==> config.mk <==
export PLATFORM = sky130hd
export DESIGN_NAME = tilt_gesture_recognizer_flat
export DESIGN_NICKNAME = d
export VERILOG_FILES = /design/src/rtl/core/tgr_pkg.sv /design/src/rtl/core/tgr_sample_if.sv /design/src/rtl/core/tgr_result_if.sv /design/src/rtl/core/tgr_cfg.sv /design/src/rtl/core/tgr_remap.sv /design/src/rtl/core/tgr_decide.sv /design/src/rtl/core/tilt_gesture_recognizer.sv /design/src/flat_wrapper.sv
export SDC_FILE = /design/constraint.sdc
export NUM_CORES = 1
export LEC_CHECK = 0
export ABC_AREA = 0
export BUFFER_PORTS_ARGS = -buffer_cell sky130_fd_sc_hd__buf_4
export CORE_MARGIN = 3
export CORE_UTILIZATION = 55
export DETAILED_ROUTE_END_ITERATION = 16
export HOLD_SLACK_MARGIN = 0.08
export PLACE_DENSITY = 0.83
export REMOVE_ABC_BUFFERS = 1
export SYNTH_ARGS = -nofsm -noshare
export SYNTH_HDL_FRONTEND = slang
export SYNTH_SLANG_ARGS = --single-unit
==> constraint.sdc <==
create_clock -name clk_i -period 6.2 [get_ports clk_i]
set_input_delay 0.31 -clock clk_i [delete_from_list [all_inputs] [get_ports clk_i]]
set_output_delay 0.31 -clock clk_i [all_outputs]
set_load 0.02 [all_outputs]
==> src/rtl/core/tgr_pkg.sv <==
package tgr_pkg;

  localparam int unsigned SampleW = 16;
  localparam int unsigned ThreshW = 15;
  localparam int unsigned ApbDataW = 32;
  localparam int unsigned ApbAddrW = 5;

  // class and action codes
  typedef enum logic [2:0] {
    CLS_RIGHT   = 3'd0,
    CLS_RETURN  = 3'd1,
    CLS_LEFT    = 3'd2,
    CLS_UP      = 3'd3,
    CLS_DOWN    = 3'd4,
    CLS_FORWARD = 3'd5,
    CLS_SHAKE   = 3'd6,
    CLS_UNKNOWN = 3'd7
  } class_e;

  // register indexes, byte address is 4 * index
  typedef enum logic [2:0] {
    REG_FLIP_X    = 3'd0,
    REG_FLIP_Y    = 3'd1,
    REG_SWAP_XY   = 3'd2,
    REG_TURN_TH   = 3'd3,
    REG_TILT_TH   = 3'd4,
    REG_SHAKE_TH  = 3'd5,
    REG_SPARE_6   = 3'd6,
    REG_SPARE_7   = 3'd7
  } reg_idx_e;

  localparam logic [ThreshW-1:0] TurnThReset  = 15'd4000;
  localparam logic [ThreshW-1:0] TiltThReset  = 15'd5000;
  localparam logic [ThreshW-1:0] ShakeThReset = 15'd1000;

  typedef struct packed {
    logic               flip_x;
    logic               flip_y;
    logic               swap_xy;
    logic [ThreshW-1:0] turn_th;
    logic [ThreshW-1:0] tilt_th;
    logic [ThreshW-1:0] shake_th;
  } cfg_t;

  // remapped sample between the input stage and the decision stage
  typedef struct packed {
    logic                      valid;
    logic signed [SampleW-1:0] x;
    logic signed [SampleW-1:0] y;
    logic                      clear_latch;
  } stage_t;

endpackage

==> src/rtl/core/tgr_sample_if.sv <==
interface tgr_sample_if;
  import tgr_pkg::*;

  logic                      valid;
  logic                      ready;
  logic signed [SampleW-1:0] accel_x;
  logic signed [SampleW-1:0] accel_y;
  logic                      clear_latch;

  modport source (output valid, accel_x, accel_y, clear_latch, input ready);
  modport sink (input valid, accel_x, accel_y, clear_latch, output ready);
endinterface

==> src/rtl/core/tgr_result_if.sv <==
interface tgr_result_if;
  logic       valid;
  logic       ready;
  logic [2:0] sample_class;
  logic       action_valid;
  logic [2:0] latched_action;

  modport source (output valid, sample_class, action_valid, latched_action, input ready);
  modport sink (input valid, sample_class, action_valid, latched_action, output ready);
endinterface

==> src/rtl/core/tgr_cfg.sv <==
module tgr_cfg
  import tgr_pkg::*;
(
  input  logic                clk_i,
  input  logic                rst_ni,
  input  logic                psel,
  input  logic                penable,
  input  logic                pwrite,
  input  logic [ApbAddrW-1:0] paddr,
  input  logic [ApbDataW-1:0] pwdata,
  output logic [ApbDataW-1:0] prdata,
  output logic                pready,
  output cfg_t                cfg_o
);

  cfg_t     cfg_q, cfg_d;
  reg_idx_e idx;
  logic     wr_en;

  assign idx    = reg_idx_e'(paddr[ApbAddrW-1:2]);
  assign wr_en  = psel && penable && pwrite;
  assign pready = 1'b1;

  always_comb begin
    cfg_d = cfg_q;
    if (wr_en) begin
      unique case (idx)
        REG_FLIP_X:   cfg_d.flip_x   = pwdata[0];
        REG_FLIP_Y:   cfg_d.flip_y   = pwdata[0];
        REG_SWAP_XY:  cfg_d.swap_xy  = pwdata[0];
        REG_TURN_TH:  cfg_d.turn_th  = pwdata[ThreshW-1:0];
        REG_TILT_TH:  cfg_d.tilt_th  = pwdata[ThreshW-1:0];
        REG_SHAKE_TH: cfg_d.shake_th = pwdata[ThreshW-1:0];
        default: ;
      endcase
    end
  end

  always_comb begin
    unique case (idx)
      REG_FLIP_X:   prdata = {{(ApbDataW-1){1'b0}}, cfg_q.flip_x};
      REG_FLIP_Y:   prdata = {{(ApbDataW-1){1'b0}}, cfg_q.flip_y};
      REG_SWAP_XY:  prdata = {{(ApbDataW-1){1'b0}}, cfg_q.swap_xy};
      REG_TURN_TH:  prdata = {{(ApbDataW-ThreshW){1'b0}}, cfg_q.turn_th};
      REG_TILT_TH:  prdata = {{(ApbDataW-ThreshW){1'b0}}, cfg_q.tilt_th};
      REG_SHAKE_TH: prdata = {{(ApbDataW-ThreshW){1'b0}}, cfg_q.shake_th};
      default:      prdata = '0;
    endcase
  end

  always_ff @(posedge clk_i or negedge rst_ni) begin
    if (!rst_ni) begin
      cfg_q.flip_x   <= 1'b0;
      cfg_q.flip_y   <= 1'b0;
      cfg_q.swap_xy  <= 1'b0;
      cfg_q.turn_th  <= TurnThReset;
      cfg_q.tilt_th  <= TiltThReset;
      cfg_q.shake_th <= ShakeThReset;
    end else begin
      cfg_q <= cfg_d;
    end
  end

  assign cfg_o = cfg_q;

endmodule

==> src/rtl/core/tgr_remap.sv <==
module tgr_remap
  import tgr_pkg::*;
(
  input  logic         clk_i,
  input  logic         rst_ni,
  tgr_sample_if.sink   sample_i,
  input  cfg_t         cfg_i,
  input  logic         take_i,
  output stage_t       stage_o
);

  logic                      valid_q, valid_d;
  logic signed [SampleW-1:0] x_q, y_q;
  logic                      clear_q;
  logic signed [SampleW-1:0] x_neg, y_neg;
  logic                      accept;

  assign sample_i.ready = !valid_q || take_i;
  assign accept         = sample_i.valid && sample_i.ready;

  // two's-complement negate, the most negative value wraps to itself
  assign x_neg = cfg_i.flip_x ? (~sample_i.accel_x) + 16'sd1 : sample_i.accel_x;
  assign y_neg = cfg_i.flip_y ? (~sample_i.accel_y) + 16'sd1 : sample_i.accel_y;

  always_comb begin
    valid_d = valid_q;
    if (accept) begin
      valid_d = 1'b1;
    end else if (take_i) begin
      valid_d = 1'b0;
    end
  end

  always_ff @(posedge clk_i or negedge rst_ni) begin
    if (!rst_ni) begin
      valid_q <= 1'b0;
    end else begin
      valid_q <= valid_d;
    end
  end

  always_ff @(posedge clk_i) begin
    if (accept) begin
      x_q     <= cfg_i.swap_xy ? y_neg : x_neg;
      y_q     <= cfg_i.swap_xy ? x_neg : y_neg;
      clear_q <= sample_i.clear_latch;
    end
  end

  assign stage_o.valid       = valid_q;
  assign stage_o.x           = x_q;
  assign stage_o.y           = y_q;
  assign stage_o.clear_latch = clear_q;

endmodule

==> src/rtl/core/tgr_decide.sv <==
module tgr_decide
  import tgr_pkg::*;
(
  input  logic         clk_i,
  input  logic         rst_ni,
  input  stage_t       stage_i,
  input  cfg_t         cfg_i,
  output logic         take_o,
  tgr_result_if.source result_o
);

  logic signed [SampleW:0] x_ext, y_ext;
  logic signed [SampleW:0] turn_p, turn_n, tilt_p, tilt_n, shake_p, shake_n;
  class_e cls;
  class_e hist1_q, hist1_d, hist2_q, hist2_d;
  logic   flag_q, flag_d, flag_eff;
  class_e code_q, code_d;
  logic   run;
  logic   out_valid_q, out_valid_d;
  class_e out_class_q;
  logic   adv;

  assign take_o = !out_valid_q || result_o.ready;
  assign adv    = stage_i.valid && take_o;

  assign x_ext   = {stage_i.x[SampleW-1], stage_i.x};
  assign y_ext   = {stage_i.y[SampleW-1], stage_i.y};
  assign turn_p  = signed'({2'b00, cfg_i.turn_th});
  assign tilt_p  = signed'({2'b00, cfg_i.tilt_th});
  assign shake_p = signed'({2'b00, cfg_i.shake_th});
  assign turn_n  = -turn_p;
  assign tilt_n  = -tilt_p;
  assign shake_n = -shake_p;

  // y axis wins over x, strict compares
  always_comb begin
    priority if (y_ext > turn_p) begin
      cls = CLS_LEFT;
    end else if (y_ext < turn_n) begin
      cls = CLS_RIGHT;
    end else if (y_ext > shake_p || y_ext < shake_n) begin
      cls = CLS_SHAKE;
    end else if (x_ext > tilt_p) begin
      cls = CLS_UP;
    end else if (x_ext < tilt_n) begin
      cls = CLS_DOWN;
    end else if (x_ext > shake_p || x_ext < shake_n) begin
      cls = CLS_SHAKE;
    end else begin
      cls = CLS_UNKNOWN;
    end
  end

  assign flag_eff = flag_q && !stage_i.clear_latch;
  assign run      = (cls == hist1_q) && (hist1_q == hist2_q) &&
                    (cls == CLS_UP || cls == CLS_DOWN);

  always_comb begin
    hist1_d     = hist1_q;
    hist2_d     = hist2_q;
    flag_d      = flag_q;
    code_d      = code_q;
    out_valid_d = out_valid_q;
    if (take_o) begin
      out_valid_d = stage_i.valid;
    end
    if (adv) begin
      hist1_d = cls;
      hist2_d = hist1_q;
      flag_d  = flag_eff;
      if (!flag_eff) begin
        if (cls != CLS_UNKNOWN) begin
          flag_d = 1'b1;
          code_d = cls;
        end
        if (run) begin
          flag_d  = 1'b1;
          code_d  = (cls == CLS_UP) ? CLS_FORWARD : CLS_RETURN;
          hist2_d = CLS_UNKNOWN;
        end
      end
    end
  end

  always_ff @(posedge clk_i or negedge rst_ni) begin
    if (!rst_ni) begin
      hist1_q     <= CLS_UNKNOWN;
      hist2_q     <= CLS_UNKNOWN;
      flag_q      <= 1'b0;
      code_q      <= CLS_UNKNOWN;
      out_valid_q <= 1'b0;
    end else begin
      hist1_q     <= hist1_d;
      hist2_q     <= hist2_d;
      flag_q      <= flag_d;
      code_q      <= code_d;
      out_valid_q <= out_valid_d;
    end
  end

  always_ff @(posedge clk_i) begin
    if (adv) begin
      out_class_q <= cls;
    end
  end

  assign result_o.valid          = out_valid_q;
  assign result_o.sample_class   = out_class_q;
  assign result_o.action_valid   = flag_q;
  assign result_o.latched_action = code_q;

  a_run_upgrades: assert property (@(posedge clk_i) disable iff (!rst_ni)
    adv && !flag_eff && run |=> flag_q && (code_q == CLS_FORWARD || code_q == CLS_RETURN))
    else $error("run of three did not upgrade the latch");

  a_latch_holds: assert property (@(posedge clk_i) disable iff (!rst_ni)
    adv && flag_eff |=> flag_q && $stable(code_q))
    else $error("latched action changed while held");

  a_known_latches: assert property (@(posedge clk_i) disable iff (!rst_ni)
    adv && !flag_eff && cls != CLS_UNKNOWN |=> flag_q)
    else $error("known class did not set the latch");

  a_run_clears: assert property (@(posedge clk_i) disable iff (!rst_ni)
    adv && !flag_eff && run |=> hist2_q == CLS_UNKNOWN)
    else $error("history not cleared after run");

endmodule

==> src/rtl/core/tilt_gesture_recognizer.sv <==
// tilt gesture recognizer
//
// sample_i takes one accelerometer request per cycle (accel_x, accel_y and a
// clear_latch bit from the consumer). result_o returns exactly one request per
// sample: the sample's class, the latch flag and the latched action code.
// the APB port holds the orientation remap (flip x, flip y, swap) and the
// turn, tilt and shake thresholds; write it only while the block is empty.
//
// a sample passes the input stage with the remap, then the classify/history/latch
// stage feeding the result register.
// throughput: one sample per cycle; the history and latch update for a sample
// completes in the same cycle it moves into the result register, so the
// next sample sees it immediately.
//
// reset: registers return to their defaults, history reads unknown, the latch
// is empty with code unknown, and both stages are empty.
// when result_o.ready is low the result and input stages hold; sample_i keeps
// accepting until both stages are full, then ready drops until a result moves.
module tilt_gesture_recognizer
  import tgr_pkg::*;
(
  input  logic                clk_i,
  input  logic                rst_ni,
  // configuration
  input  logic                psel,
  input  logic                penable,
  input  logic                pwrite,
  input  logic [ApbAddrW-1:0] paddr,
  input  logic [ApbDataW-1:0] pwdata,
  output logic [ApbDataW-1:0] prdata,
  output logic                pready,
  // streams
  tgr_sample_if.sink          sample_i,
  tgr_result_if.source        result_o
);

  cfg_t   cfg;
  stage_t stage;
  logic   take;

  // register file
  tgr_cfg u_cfg (
    .clk_i   (clk_i),
    .rst_ni  (rst_ni),
    .psel    (psel),
    .penable (penable),
    .pwrite  (pwrite),
    .paddr   (paddr),
    .pwdata  (pwdata),
    .prdata  (prdata),
    .pready  (pready),
    .cfg_o   (cfg)
  );

  // input stage: negate and swap, then register
  tgr_remap u_remap (
    .clk_i    (clk_i),
    .rst_ni   (rst_ni),
    .sample_i (sample_i),
    .cfg_i    (cfg),
    .take_i   (take),
    .stage_o  (stage)
  );

  // classify, update history and latch, result register
  tgr_decide u_decide (
    .clk_i    (clk_i),
    .rst_ni   (rst_ni),
    .stage_i  (stage),
    .cfg_i    (cfg),
    .take_o   (take),
    .result_o (result_o)
  );

endmodule
==> src/flat_wrapper.sv <==
// flat-port wrapper written by rule: the top's interface ports become plain ports
module tilt_gesture_recognizer_flat import tgr_pkg::*;
  (clk_i, rst_ni, psel, penable, pwrite, paddr, pwdata, prdata, pready, sample_i_valid, sample_i_accel_x, sample_i_accel_y, sample_i_clear_latch, sample_i_ready, result_o_valid, result_o_sample_class, result_o_action_valid, result_o_latched_action, result_o_ready);
  tgr_sample_if sample_i_i ();
  tgr_result_if result_o_i ();
  input  logic clk_i;
  input  logic rst_ni;
  input  logic psel;
  input  logic penable;
  input  logic pwrite;
  input  logic [ApbAddrW-1:0] paddr;
  input  logic [ApbDataW-1:0] pwdata;
  output logic [ApbDataW-1:0] prdata;
  output logic pready;
  input wire logic [$bits(sample_i_i.valid)-1:0] sample_i_valid;
  input wire logic [$bits(sample_i_i.accel_x)-1:0] sample_i_accel_x;
  input wire logic [$bits(sample_i_i.accel_y)-1:0] sample_i_accel_y;
  input wire logic [$bits(sample_i_i.clear_latch)-1:0] sample_i_clear_latch;
  output wire logic [$bits(sample_i_i.ready)-1:0] sample_i_ready;
  output wire logic [$bits(result_o_i.valid)-1:0] result_o_valid;
  output wire logic [$bits(result_o_i.sample_class)-1:0] result_o_sample_class;
  output wire logic [$bits(result_o_i.action_valid)-1:0] result_o_action_valid;
  output wire logic [$bits(result_o_i.latched_action)-1:0] result_o_latched_action;
  input wire logic [$bits(result_o_i.ready)-1:0] result_o_ready;
  assign sample_i_i.valid = sample_i_valid;
  assign sample_i_i.accel_x = sample_i_accel_x;
  assign sample_i_i.accel_y = sample_i_accel_y;
  assign sample_i_i.clear_latch = sample_i_clear_latch;
  assign sample_i_ready = sample_i_i.ready;
  assign result_o_valid = result_o_i.valid;
  assign result_o_sample_class = result_o_i.sample_class;
  assign result_o_action_valid = result_o_i.action_valid;
  assign result_o_latched_action = result_o_i.latched_action;
  assign result_o_i.ready = result_o_ready;
  tilt_gesture_recognizer u_core (.clk_i(clk_i), .rst_ni(rst_ni), .psel(psel), .penable(penable), .pwrite(pwrite), .paddr(paddr), .pwdata(pwdata), .prdata(prdata), .pready(pready), .sample_i(sample_i_i), .result_o(result_o_i));
endmodule
# ---- After elaboration in Yosys (flattened, before gate mapping)
# Cells that the tools add are included.
dict set report word_totals {
  ff_bits 96
  input_bits 77
  out_inout_bits 42
  elab_cells 88
}
dict set report op_classes {
  n_addsub 5
  magnitude_cmp 8
  eq_ne 10
  n_mux 21
  n_bitwise 3
  reduce_logical 25
}
# cell count
set op_table {}
lappend op_table {{one-hot mux 15 bit (6 select lines)} 1}
lappend op_table {{less-than comparator 16 x 17 -> 1 bit} 4}
lappend op_table {{> comparator 16 bit} 4}
lappend op_table {{2-to-1 mux 16 bit} 4}
lappend op_table {{negation 15 -> 17 bit} 3}
lappend op_table {{adder 16 x 2 -> 16 bit, second input constant} 2}
lappend op_table {{NOT 16 bit} 2}
lappend op_table {{2-to-1 mux 3 bit} 9}
lappend op_table {{AND reduction 2 bit} 6}
lappend op_table {{== test 3 x 2 -> 1 bit, second input constant} 3}
lappend op_table {{== test 3 bit, second input constant} 3}
lappend op_table {{logical AND 1 bit} 7}
lappend op_table {{== test 3 bit} 2}
lappend op_table {{2-to-1 mux 1 bit} 6}
lappend op_table {{logical OR 1 bit} 5}
lappend op_table {{nonzero test 2 bit} 2}
lappend op_table {{== test 3 x 1 -> 1 bit, second input constant} 1}
lappend op_table {{logical NOT 1 bit} 3}
lappend op_table {{logical NOT 3 bit} 1}
lappend op_table {{!= test 3 bit, second input constant} 1}
lappend op_table {{AND reduction 3 bit} 1}
lappend op_table {{2-to-1 mux 2 bit} 1}
lappend op_table {{NOT 1 bit} 1}

# ---- Logic depth before layout (Yosys ltp)
# Gate-level depths: netlist (run 1).
dict set report logic_depth {
  depth_word 14
  ltp_mapped 20
  mapped_depth_nobuf 19
}

# ---- Hierarchy
# From an unflattened synthesis (run 1), not the netlist that was laid out.
dict set report unflattened {
  hier_cells 916
  hier_area_um2 8984.9
}
# module instances cells_per_inst area_each_um2 seq_area_each_um2
set modules_own_cells {}
lappend modules_own_cells {tgr_decide 1 556 4319.1 376.6}
lappend modules_own_cells {tgr_cfg 1 181 2537.4 1222.4}
lappend modules_own_cells {tgr_remap 1 179 2128.3 1016.0}

# ---- Worst setup path after synthesis (run 1)
# OpenSTA, ideal clock, no wires.
dict set report synth_timing {
  path_type {reg-to-reg}
  start {register u_core.u_cfg.cfg_q (netlist bit u_core.u_cfg.cfg_o[8])}
  end {register u_core.u_decide.code_q[1] (netlist: u_core.u_decide.result_o.latched_action[1])}
  setup_ns 0.079
  t_arrival_ns 3.997
  t_required_ns 6.121
  path_slack_ns 2.124
  path_stages_with_launch 18
  n_path_buf 2
  synth_period_minus_slack_ns 4.076
  cell_sequence {dfstp_2 -> or4_1 -> buf_2 -> or4_1 -> nor3_1 -> xnor2_1 -> ha_1 -> nand4_1 -> or2_2 -> a2111oi_0 -> nor2_1 -> o31ai_1 -> a211o_1 -> and3_1 -> buf_6 -> mux2i_4 -> nand3_2 -> a22o_1}
}
dict set report synth_between {
  elab_chain_cells 14
  elab_cells_between_ends 24
  cone_classes {add/sub: 1; order compare: 4; eq/ne: 4; mux: 8; reduce/logical: 7}
}
# element line_no
set synth_lines {}
lappend synth_lines {{start: declaration} tgr_cfg.sv:16} ;# cfg_t cfg_q, cfg_d;
lappend synth_lines {{start signal: assignment} tgr_cfg.sv:60} ;# cfg_q <= cfg_d;
lappend synth_lines {{negation 15 -> 17 bit} tgr_decide.sv:33} ;# assign shake_n = -shake_p;
lappend synth_lines {{less-than comparator 16 x 17 -> 1 bit} tgr_decide.sv:47} ;# end else if (x_ext > shake_p || x_ext < shake_n) begin
lappend synth_lines {{logical OR 1 bit} tgr_decide.sv:47}
lappend synth_lines {{2-to-1 mux 1 bit} tgr_decide.sv:47}
lappend synth_lines {{2-to-1 mux 2 bit} tgr_decide.sv:45} ;# end else if (x_ext < tilt_n) begin
lappend synth_lines {{2-to-1 mux 3 bit} tgr_decide.sv:43} ;# end else if (x_ext > tilt_p) begin
lappend synth_lines {{2-to-1 mux 3 bit *} tgr_decide.sv:41} ;# end else if (y_ext > shake_p || y_ext < shake_n) begin
lappend synth_lines {{2-to-1 mux 3 bit *} tgr_decide.sv:39} ;# end else if (y_ext < turn_n) begin
lappend synth_lines {{2-to-1 mux 3 bit *} tgr_decide.sv:37} ;# priority if (y_ext > turn_p) begin
lappend synth_lines {{net u_core.u_decide.cls[0]} tgr_decide.sv:14} ;# class_e cls;
lappend synth_lines {{== test 3 bit (tied with other cells)} tgr_decide.sv:55} ;# assign run = (cls == hist1_q) && (hist1_q == hist2_q) &&
lappend synth_lines {{logical AND 1 bit or logical OR 1 bit (tied branches)} {tgr_decide.sv:55, tgr_decide.sv:56}}
lappend synth_lines {{logical AND 1 bit} tgr_decide.sv:55}
lappend synth_lines {{nonzero test 2 bit (no source line)} n/a}
lappend synth_lines {{AND reduction 3 bit (no source line)} n/a}
lappend synth_lines {{end signal: assignment} tgr_decide.sv:96} ;# code_q <= code_d;
lappend synth_lines {{end: declaration} tgr_decide.sv:17} ;# class_e code_q, code_d;
# The timed path passes the listed nets; every way through them passes the cells marked *. The select of a mux whose other input is x is not followed.
# A chain may end at the register's enable or synchronous reset.

# ---- Final worst setup path (run 1)
dict set report layout_timing {
  start {register u_core.u_cfg.cfg_q (netlist bit u_core.u_cfg.cfg_o[17])}
  end {register u_core.u_decide.hist2_q[1]}
}
dict set report layout_between {
  elab_chain_cells 12
  elab_cells_between_ends 16
  cone_classes {add/sub: 1; order compare: 2; eq/ne: 3; mux: 7; reduce/logical: 3}
}
# element line_no
set layout_lines {}
lappend layout_lines {{negation 15 -> 17 bit} tgr_decide.sv:32} ;# assign tilt_n = -tilt_p;
lappend layout_lines {{less-than comparator 16 x 17 -> 1 bit} tgr_decide.sv:45}
lappend layout_lines {{2-to-1 mux 2 bit} tgr_decide.sv:45}
lappend layout_lines {{2-to-1 mux 3 bit *} tgr_decide.sv:43}
lappend layout_lines {{2-to-1 mux 3 bit *} tgr_decide.sv:41}
lappend layout_lines {{2-to-1 mux 3 bit *} tgr_decide.sv:39}
lappend layout_lines {{2-to-1 mux 3 bit *} tgr_decide.sv:37}
lappend layout_lines {{net u_core.u_decide.cls[1]} tgr_decide.sv:14}
lappend layout_lines {{== test 3 bit (tied with other cells)} tgr_decide.sv:55}
lappend layout_lines {{logical AND 1 bit or logical OR 1 bit (tied branches)} {tgr_decide.sv:55, tgr_decide.sv:56}}
lappend layout_lines {{logical AND 1 bit *} tgr_decide.sv:55}
lappend layout_lines {{2-to-1 mux 3 bit *} tgr_decide.sv:76} ;# if (run) begin
lappend layout_lines {{2-to-1 mux 3 bit *} tgr_decide.sv:71} ;# if (!flag_eff) begin
lappend layout_lines {{end signal: assignment} tgr_decide.sv:94} ;# hist2_q <= hist2_d;
lappend layout_lines {{end: declaration} tgr_decide.sv:15} ;# class_e hist1_q, hist1_d, hist2_q, hist2_d;
# The timed path passes the listed nets; every way through them passes the cells marked *.

==> results of run 1 <==
==> layout by cell type, fill, tap and decap left out, types with 6 or more instances in the layout <==
master,n
a2111oi_0,6
a211oi_1,11
a21o_1,20
a21oi_1,27
buf_4,84
clkbuf_16,9
conb_1,18
dfrtp_1,34
dfstp_2,26
edfxtp_1,36
ha_1,125
inv_1,64
mux2_2,17
mux2i_1,37
nand2_1,110
nand2b_1,13
nand3_1,24
nand4_1,15
nor2_1,44
nor2b_1,14
nor3_1,22
nor4_1,12
o211ai_1,6
o21ai_0,75
o31ai_1,16
or3_1,9
or4_1,6
xnor2_1,41
xor2_1,24
==> metal layers <==
| metal | share of wire (%) | routed length, µm | GRT usage, % |
|---|---|---|---|
| met5 | 0 | 0 | 0 |
| met4 | 2.4 | 509 | 9.16 |
| met3 | 5.7 | 1220 | 3.29 |
| met2 | 47 | 10200 | 41.1 |
| met1 | 45 | 9620 | 33.2 |
==> layout make-up <==
cell class | count | share of cell area [%]
clock buffers | 13 | 2.69
clock inverters | 3 | 0.412
inverters | 64 | 2.47
multi-input cells | 773 | 58.2
flip-flops and latches | 96 | 26.9
well taps | 211 | 2.71
repair buffers | 85 | 6.59
==> power breakdown <==
part | leakage, µW | internal (µW) | switching [µW]
Combinational | 0.00314 | 625 | 780
Sequential | 0.00102 | 858 | 218
Clock | 0.000153 | 335 | 234
Total | 0.00431 | 1820 | 1230
==> worst max-delay path: cells and delay by family, from the launching register on <==
family,cells,cell delay [ns]
DFF,1,0.42
xor gates and xnor gates,1,0.09
adders and majority gates,1,0.29
AOI/OAI and AO/OA,6,1.80
buffers and inverters,1,0.17
and+or+nand+nor,9,1.92
==> path summary, 6_finish.rpt <==
kind | to | slack [ns] | cells after the start
max reg2reg | u_core.u_decide.hist2_q[1] | 1.42 | 18
max in group asynchronous | u_core.u_cfg.cfg_o[0] | 5.12 | 2
min | u_core.u_remap.clear_q | 0.14 | 1
min in group asynchronous | u_core.u_cfg.cfg_o[44] | 0.57 | 2
max | u_core.u_decide.hist2_q[1] | 1.42 | 18
min reg2reg | u_core.u_decide.result_o.latched_action[2] | 0.49 | 2
==> registers in the layout (all words and copies together), names as in the netlist <==
register / flops
u_core.u_decide.hist2_q: 3
u_core.u_remap.valid_q: 1
u_core.u_decide.result_o.latched_action: 3
u_core.u_remap.clear_q: 1
u_core.u_decide.result_o.valid: 1
u_core.u_remap.y_q: 16
u_core.u_remap.x_q: 16
u_core.u_cfg.cfg_o: 48
u_core.u_decide.result_o.sample_class: 3
u_core.u_decide.result_o.action_valid: 1
u_core.u_decide.hist1_q: 3
==> metrics by stage <==
step,std cells,hold WS (ns),util [%]
floorplan,933,0.0144,-
global placement,1228,0.429,61.5
detailed placement,1228,0.439,61.5
CTS,1245,0.131,63.5
global route,1245,0.131,63.5
finish,1245,0.142,63.5
==> kinds of logic after synthesis <==
logic type               synth area share (%)
AO/OA/AOI/OAI                            15.8
XOR/XNOR                                 6.55
adder cells (fa/ha/maj)                  18.0
buffers and inverters                    5.56
flip-flops                               30.1
multiplexers                             6.72
other                                  0.0864
AND/OR/NAND/NOR                          17.2
==> out/results.ini, run 1 <==
[sta]
relSlewSlack_pct=26.7
finalClockSkew_ns=0.00513
fin_crit_sh_pct=77.0
rsz0062_at_grt=no
fmax_mhz=209
setup_viol=0
worst_slack_ns=1.42
tns_ns=0
period_minus_slack_ns=4.78
slew_viol_final=0
hold_violations=0
worst_slew_pin_slew_ns=1.10

[worst_setup_path]
reg2reg_from=u_core.u_cfg.cfg_o[17]
arrival_ns=5.04
cpMostUsedCell=nand4_1
critical-path-max-stage-delay_ns=0.54
crit_type=register to register
critPathLaunch=u_core.u_cfg.cfg_o[17]
cp_max_fo=6
crit_required_ns=6.47
cp-end-kind=register
worstPathCellList=inv_1 -> nand4_1 -> nor4_1 -> nand3_1 -> nor3_1 -> nand2_1 -> nor2_1 -> xnor2_1 -> ha_1 -> and4_1 -> nand4_1 -> a311o_1 -> a21o_1 -> a22oi_1 -> a32oi_1 -> o41ai_1 -> nand3_2 -> o22ai_1
worst_setup_path_start_kind=register
crit_slowest_cell=o41ai_1

[power]
fin_total_pwr_uw=3050
peakVddDrop_mv=0.172
leakagePower_uw=0.00431
p_per_area_mw_per_mm2=314

[synth]
synth_cells=961
synth_top_area_cell=ha_1
ys_top_cells_by_count=ha_1 (125), nand2_1 (110), o21ai_0 (75), inv_1 (64), nor2_1 (44)
synth_area_leaders=ha_1 (18%), edfxtp_1 (12%), dfrtp_1 (9.8%)
yosysMostFrequentCell=ha_1
ys.flop_type=edfxtp_1
synth_edf_count=36
yosysTopAreaCellShare_pct=18.0
async_flop_share_pct=62.5
ys_seq_elements=96
synth_cell_types=71
syn_avg_cell_area_um2=9.04
synth_area_mm2=0.00869
seq_area_frac_synth_pct=30.1
yosys_warnings=0

[global_routing]
grt_max_degree=61
grt_pass1_vias=7146
grt_overflow_total=0
track_usage_pct=24.7
antenna_found_initial=0
grt_pass1_wl_um=34900

[clocking]
clock-sinks=96
clk_root_buffer_cell=clkbuf_16
cts_resized=0
tritoncts=built
clk_latency_ns=0.35
cts_post_setup_buffers_inserted=0
ctsHoldBuffers=1
clkSlewWorstSetupHoldPaths_ns=0.07
clock_path_buffers=2
numCtsBuffers=9
h-tree-depth=3

[cells_and_area]
layout.nets=1231
register_area_mm2=0.00262
fin_area_mm2=0.00972
fillers=1322
n_antenna_cell=0
multiInputGateArea_mm2=0.00566
syn_to_final_growth_pct=11.9
layout-drive-gt1-share_pct=15.3

[routing]
vias_per_cell=5.98
drc=0
routedWlPerCell_um=17.3
dr.pass1.iters=6
postRouteAntennaNets=0
num_vias=7442
drt-total-wl_um=21500
drt_iter0_markers=439

[floorplan]
die-area_mm2=0.0173
dieWidth_um=132
die_h_um=132
rows=45
core-area_mm2=0.0153
initial_core_util_pct=56.7
io_pins=119

[place]
port_buffers=81
gp_congestion=0.944
dpl_worst_slack_ns=1.55
hpwl_um=17300
placed_area_mm2=0.00941

[flow_run]
maxCapViolCount=0

[worst_hold_path]
hp-class=input port to register
worstHoldStart=sample_i_clear_latch

[status]
status=finished clean

No activity file was read; power rests on OpenSTA's default activity.
==> run 2: changes to the inputs <==
==> constraint.sdc (replaced) <==
create_clock -name clk_i -period 4.5 [get_ports clk_i]
set_input_delay 0.225 -clock clk_i [delete_from_list [all_inputs] [get_ports clk_i]]
set_output_delay 0.225 -clock clk_i [all_outputs]
set_load 0.02 [all_outputs]
==> run 2 against run 1 <==
  * Clock skew rose by 0.0032 ns
  * Setup slack got worse by 1.2 ns
  * Clock power rose by 49%
  * Cell area rose by 2.6%
  * Sequential power rose by 38%
  * Flip-flop and latch count did not move
  * Die area did not move
  * Via count rose by 1.7%
  * Total power rose by 44%
  * Count of clock-buffer cells in the layout fell by 2
  * Critical path type unchanged
==> out/results.ini, run 2 (same netlist as run 1, synthesis figures left out) <==
[status]
status=finished clean

[power]
p_per_area_mw_per_mm2=439
fin_total_pwr_uw=4380
peakVddDrop_mv=0.254
leakagePower_uw=0.00443

[flow_run]
maxCapViolCount=0

[routing]
drc=0
postRouteAntennaNets=0
dr.pass1.iters=5
dr_wl_met2_um=10600
wl_met3_um=1350
wl_met1_um=9830
routedWlPerCell_um=17.7
drt-total-wl_um=22400
top_layer_used=met4
num_vias=7569
vias_per_cell=5.99
drt_iter0_markers=579

[place]
hpwl_um=18000
gp_congestion=0.978
placed_area_mm2=0.00952
port_buffers=81

[cells_and_area]
layout-drive-gt1-share_pct=17.9
final_cell_mix=ha_1 (125), nand2_1 (110), buf_4 (101)
largest_reg_flops=48
fin_area_mm2=0.00998
layout.nets=1250
syn_to_final_growth_pct=14.8
n_antenna_cell=0
layout_commonest_cell=ha_1

[worst_hold_path]
min_to=u_core.u_cfg.cfg_o[29]
hold_depth=3
worstHoldStart=pwdata[14]
hp-class=input port to register

[floorplan]
dieWidth_um=132
rows=45
die_h_um=132
core-area_mm2=0.0153
io_pins=119
initial_core_util_pct=56.7
die-area_mm2=0.0173

[sta]
fmax_mhz=231
relSlewSlack_pct=29.7
finalClockSkew_ns=0.00832
fin_crit_sh_pct=96.1
hold_violations=0
period_minus_slack_ns=4.32
setup_viol=0
slew_viol_final=0
worst_slew_pin_slew_ns=1.05

[clocking]
clock-sinks=96
numCtsBuffers=9
clkSlewWorstSetupHoldPaths_ns=0.07
tritoncts=built
clock_path_buffers=2
clk_root_buffer_cell=clkbuf_16
h-tree-depth=3
clk_latency_ns=0.36

[worst_setup_path]
cp_max_fo=5
reg2reg_depth=16
crit_type=register to register
reg2reg_from=u_core.u_cfg.cfg_o[8]
r2r_end=u_core.u_decide.result_o.latched_action[1]
cp-end-kind=register
arrival_ns=4.61
crit_required_ns=4.79
reg2reg_slack_ns=0.18
worst_setup_path_start_kind=register
critPathLaunch=u_core.u_cfg.cfg_o[8]

[global_routing]
grt_max_degree=61
antenna_found_initial=0
track_usage_pct=25.5
grt_overflow_total=0
grt_pass1_wl_um=36200
grt_pass1_vias=7637

## run 2: critical path: stages, from the launching register on
cell and delay [ns]:
dfstp_2 0.39, or4_1 0.58, or4_1 0.58, nor3_2 0.17
xnor2_1 0.17, ha_1 0.27, o21a_1 0.18, o21ai_0 0.17
a31oi_1 0.15, o31a_1 0.17, o21ba_2 0.25, a32oi_2 0.30
buf_4 0.18, nand4_1 0.15, o41ai_4 0.10, nand3_2 0.19
a22o_1 0.24
## run 2: power breakdown
group / internal [µW] / switching, µW
Combinational: 917 / 1130
Clock: 507 / 338
Sequential: 1180 / 305
## run 2: what timing repair did
item / 4_1_cts / 5_1_grt
gates resized for setup: 0 / 16
setup buffers: 0 / 3
endpoints found under the hold margin: 36 / 0
endpoints found under the setup margin: 0 / 7
hold buffers: 3 / 0
## run 2: per-stage QoR
step                utilization (%)  hold WS (ns)  worst slack (ns)  cells  setup TNS [ns]
floorplan                         -       -0.0706             0.390    933               0
global placement               62.1         0.345             0.114   1242               0
detailed placement             62.1         0.352            0.0820   1242               0
CTS                            64.5        0.0893            0.0551   1261               0
global route                   65.1         0.105           -0.0373   1264         -0.0796
finish                         65.1        0.0991             0.176   1264               0
## run 2: worst max path at each step
stage                                                       endpoint  slack [ns]  cells after the start
after floorplan           u_core.u_decide.result_o.latched_action[1]        0.39                     15
after detailed placement  u_core.u_decide.result_o.latched_action[1]        0.08                     18
after global routing      u_core.u_decide.result_o.latched_action[1]       -0.04                     19
after global placement    u_core.u_decide.result_o.latched_action[1]        0.11                     15
final                     u_core.u_decide.result_o.latched_action[1]        0.18                     16
after CTS                 u_core.u_decide.result_o.latched_action[1]        0.06                     18
## run 2: per-layer routing
layer  global-route usage, %  vias up
li1                        -     3651
met1                    33.0     3633
met2                    42.8      240
met3                    3.83       45
met4                    10.9        0
met5                       0        -
## run 2: final cells by class
| type | count | area [µm²] |
|---|---|---|
| Multi-Input combinational cell | 773 | 5740 |
| Fill cell | 1298 | 5340 |
| Sequential cell | 96 | 2620 |
| Timing Repair Buffer | 104 | 788 |
| Tap cell | 211 | 264 |
| Clock buffer | 11 | 246 |
| Inverter | 64 | 240 |
| Clock inverter | 5 | 80.1 |
==> run 3: changes to the inputs <==
==> constraint.sdc (replaced) <==
create_clock -name clk_i -period 5.47 [get_ports clk_i]
set_input_delay 0.2735 -clock clk_i [delete_from_list [all_inputs] [get_ports clk_i]]
set_output_delay 0.2735 -clock clk_i [all_outputs]
set_load 0.05 [all_outputs]
==> run 3 against run 2 <==
  * Global-route usage decreased by 0.78 points
  * Critical path depth is 1 higher
  * Maximum frequency is 9.2% lower
  * Via count is 2.0% lower
  * Die area stayed put
  * Register-to-register slack better by 0.53 ns
  * Sequential share of layout area up 0.75 points
  * First-iteration DRC count decreased by 13%
==> out/results.ini, run 3 (same netlist as run 1, synthesis figures left out) <==
[status]
status=finished clean

[cells_and_area]
layout.nets=1231
layout_commonest_cell=ha_1
largest_reg_flops=48
syn_to_final_growth_pct=11.6
fin_util_pct=63.3
final_cell_mix=ha_1 (125), nand2_1 (110), buf_4 (84)
fin_area_mm2=0.00970
layout.cells.non_filler=1245
n_antenna_cell=0
layout-drive-gt1-share_pct=15.0

[worst_setup_path]
reg2reg_from=u_core.u_cfg.cfg_o[1]
r2r_end=u_core.u_decide.result_o.latched_action[2]
reg2reg_slack_ns=0.71
cp-end-kind=register
cp_max_fo=5
reg2reg_depth=17
crit_required_ns=5.75
worst_setup_path_start_kind=register
crit_type=register to register
arrival_ns=5.05

[global_routing]
antenna_found_initial=0
track_usage_pct=24.8
grt_pass1_wl_um=35000
grt_pass1_vias=7323
grt_max_degree=61
grt_overflow_total=0

[place]
port_buffers=81
placed_area_mm2=0.00941
gp_congestion=0.948
hpwl_um=17400
place_inst=1228

[clocking]
clkSlewWorstSetupHoldPaths_ns=0.06
tritoncts=built
h-tree-depth=3
clock-sinks=96
clock_path_buffers=2
clk_latency_ns=0.35
numCtsBuffers=9
clk_root_buffer_cell=clkbuf_16
cts_resized=0

[sta]
period_minus_slack_ns=4.76
tns_ns=0
fmax_mhz=210
fin_crit_sh_pct=87.1
rsz0062_at_grt=no
whs_ns=0.0917
hold_violations=0
finalClockSkew_ns=0.00599
relSlewSlack_pct=27.3
worst_slew_pin_slew_ns=1.09
setup_viol=0
slew_viol_final=0

[routing]
wl_met3_um=1250
vias_per_cell=5.96
num_vias=7414
routedWlPerCell_um=17.1
wl_met1_um=9540
top_layer_used=met4
dr.pass1.iters=7
drc=0
postRouteAntennaNets=0
dr_wl_met2_um=10100
drt-total-wl_um=21300
drt_iter0_markers=506

[power]
p_per_area_mw_per_mm2=359
leakagePower_uw=0.00430
peakVddDrop_mv=0.193

[floorplan]
rows=45
core-area_mm2=0.0153
die_h_um=132
io_pins=119
initial_core_util_pct=56.7
dieWidth_um=132
die-area_mm2=0.0173

[worst_hold_path]
hp-class=input port to register
worstHoldStart=sample_i_clear_latch
hold_depth=1
min_to=u_core.u_remap.clear_q

[flow_run]
maxCapViolCount=0

[run 3: changes by cell type in the layout (fill, tap and decap cells not counted), sizes merged]
cell / change
buf: -17
clkinv: +3
bufinv: -2
clkinvlp: -2
dlygate4sd3: -2
clkbuf: +1
[run 3: area by class of cell]
cell class,count,area [µm²]
clock buffer,12,258
clock inverter,4,17.5
fill,1306,5620
inverter,64,240
multi-input combinational,773,5660
sequential,96,2620
tap,211,264
timing repair buffer,85,641
[run 3: repair_timing]
item	CTS	global route
hold endpoints to repair	34	0
hold buffers	1	0
buffers inserted	0	0
setup endpoints to repair	0	0
[run 3: how the worst max path moves through the flow]
stage	from	endpoint
2_1_floorplan	u_core.u_cfg.cfg_o[8]	u_core.u_decide.result_o.latched_action[1]
3_3_place_gp	u_core.u_cfg.cfg_o[1]	u_core.u_decide.result_o.latched_action[1]
3_5_place_dp	u_core.u_cfg.cfg_o[1]	u_core.u_decide.result_o.latched_action[1]
4_1_cts	u_core.u_cfg.cfg_o[17]	u_core.u_decide.result_o.latched_action[1]
5_1_grt	u_core.u_cfg.cfg_o[1]	u_core.u_decide.hist2_q[1]
6_report	u_core.u_cfg.cfg_o[1]	u_core.u_decide.result_o.latched_action[2]
[run 3: layer usage]
metal  vias to the layer above  global-route usage (%)
met5                         -                       0
met4                         0                    8.75
met2                       225                    41.2
li1                       3615                       -
met1                      3541                    33.3
met3                        33                    3.29
[run 3: power by group]
part	internal, µW	switching [µW]	leakage [µW]	total [µW]
logic	707	959	0.00314	1670
registers	973	249	0.00102	1220
clock network	331	260	0.000137	592
[run 3: critical path, cell delays in order, from the launching register on]
cell and delay [ns]:
dfrtp_1 0.43, inv_1 0.17, ha_1 0.27, nand3_1 0.23
or3_1 0.46, nor4_1 0.27, xnor2_1 0.15, ha_1 0.31
nand4_1 0.12, or2_2 0.34, a2111oi_0 0.30, nor2_1 0.07
o31ai_1 0.30, a21oi_1 0.09, nor3_1 0.63, o41ai_1 0.20
a31oi_1 0.26, o31ai_2 0.09
[run 3: per-stage QoR]
stage / setup WS [ns] / power, µW
after floorplan: 1.36 / 2390
after detailed placement: 0.821 / 2870
final: 0.705 / 3480
after global routing: 0.405 / 3770
after CTS: 0.782 / 3470
after global placement: 0.903 / 2810
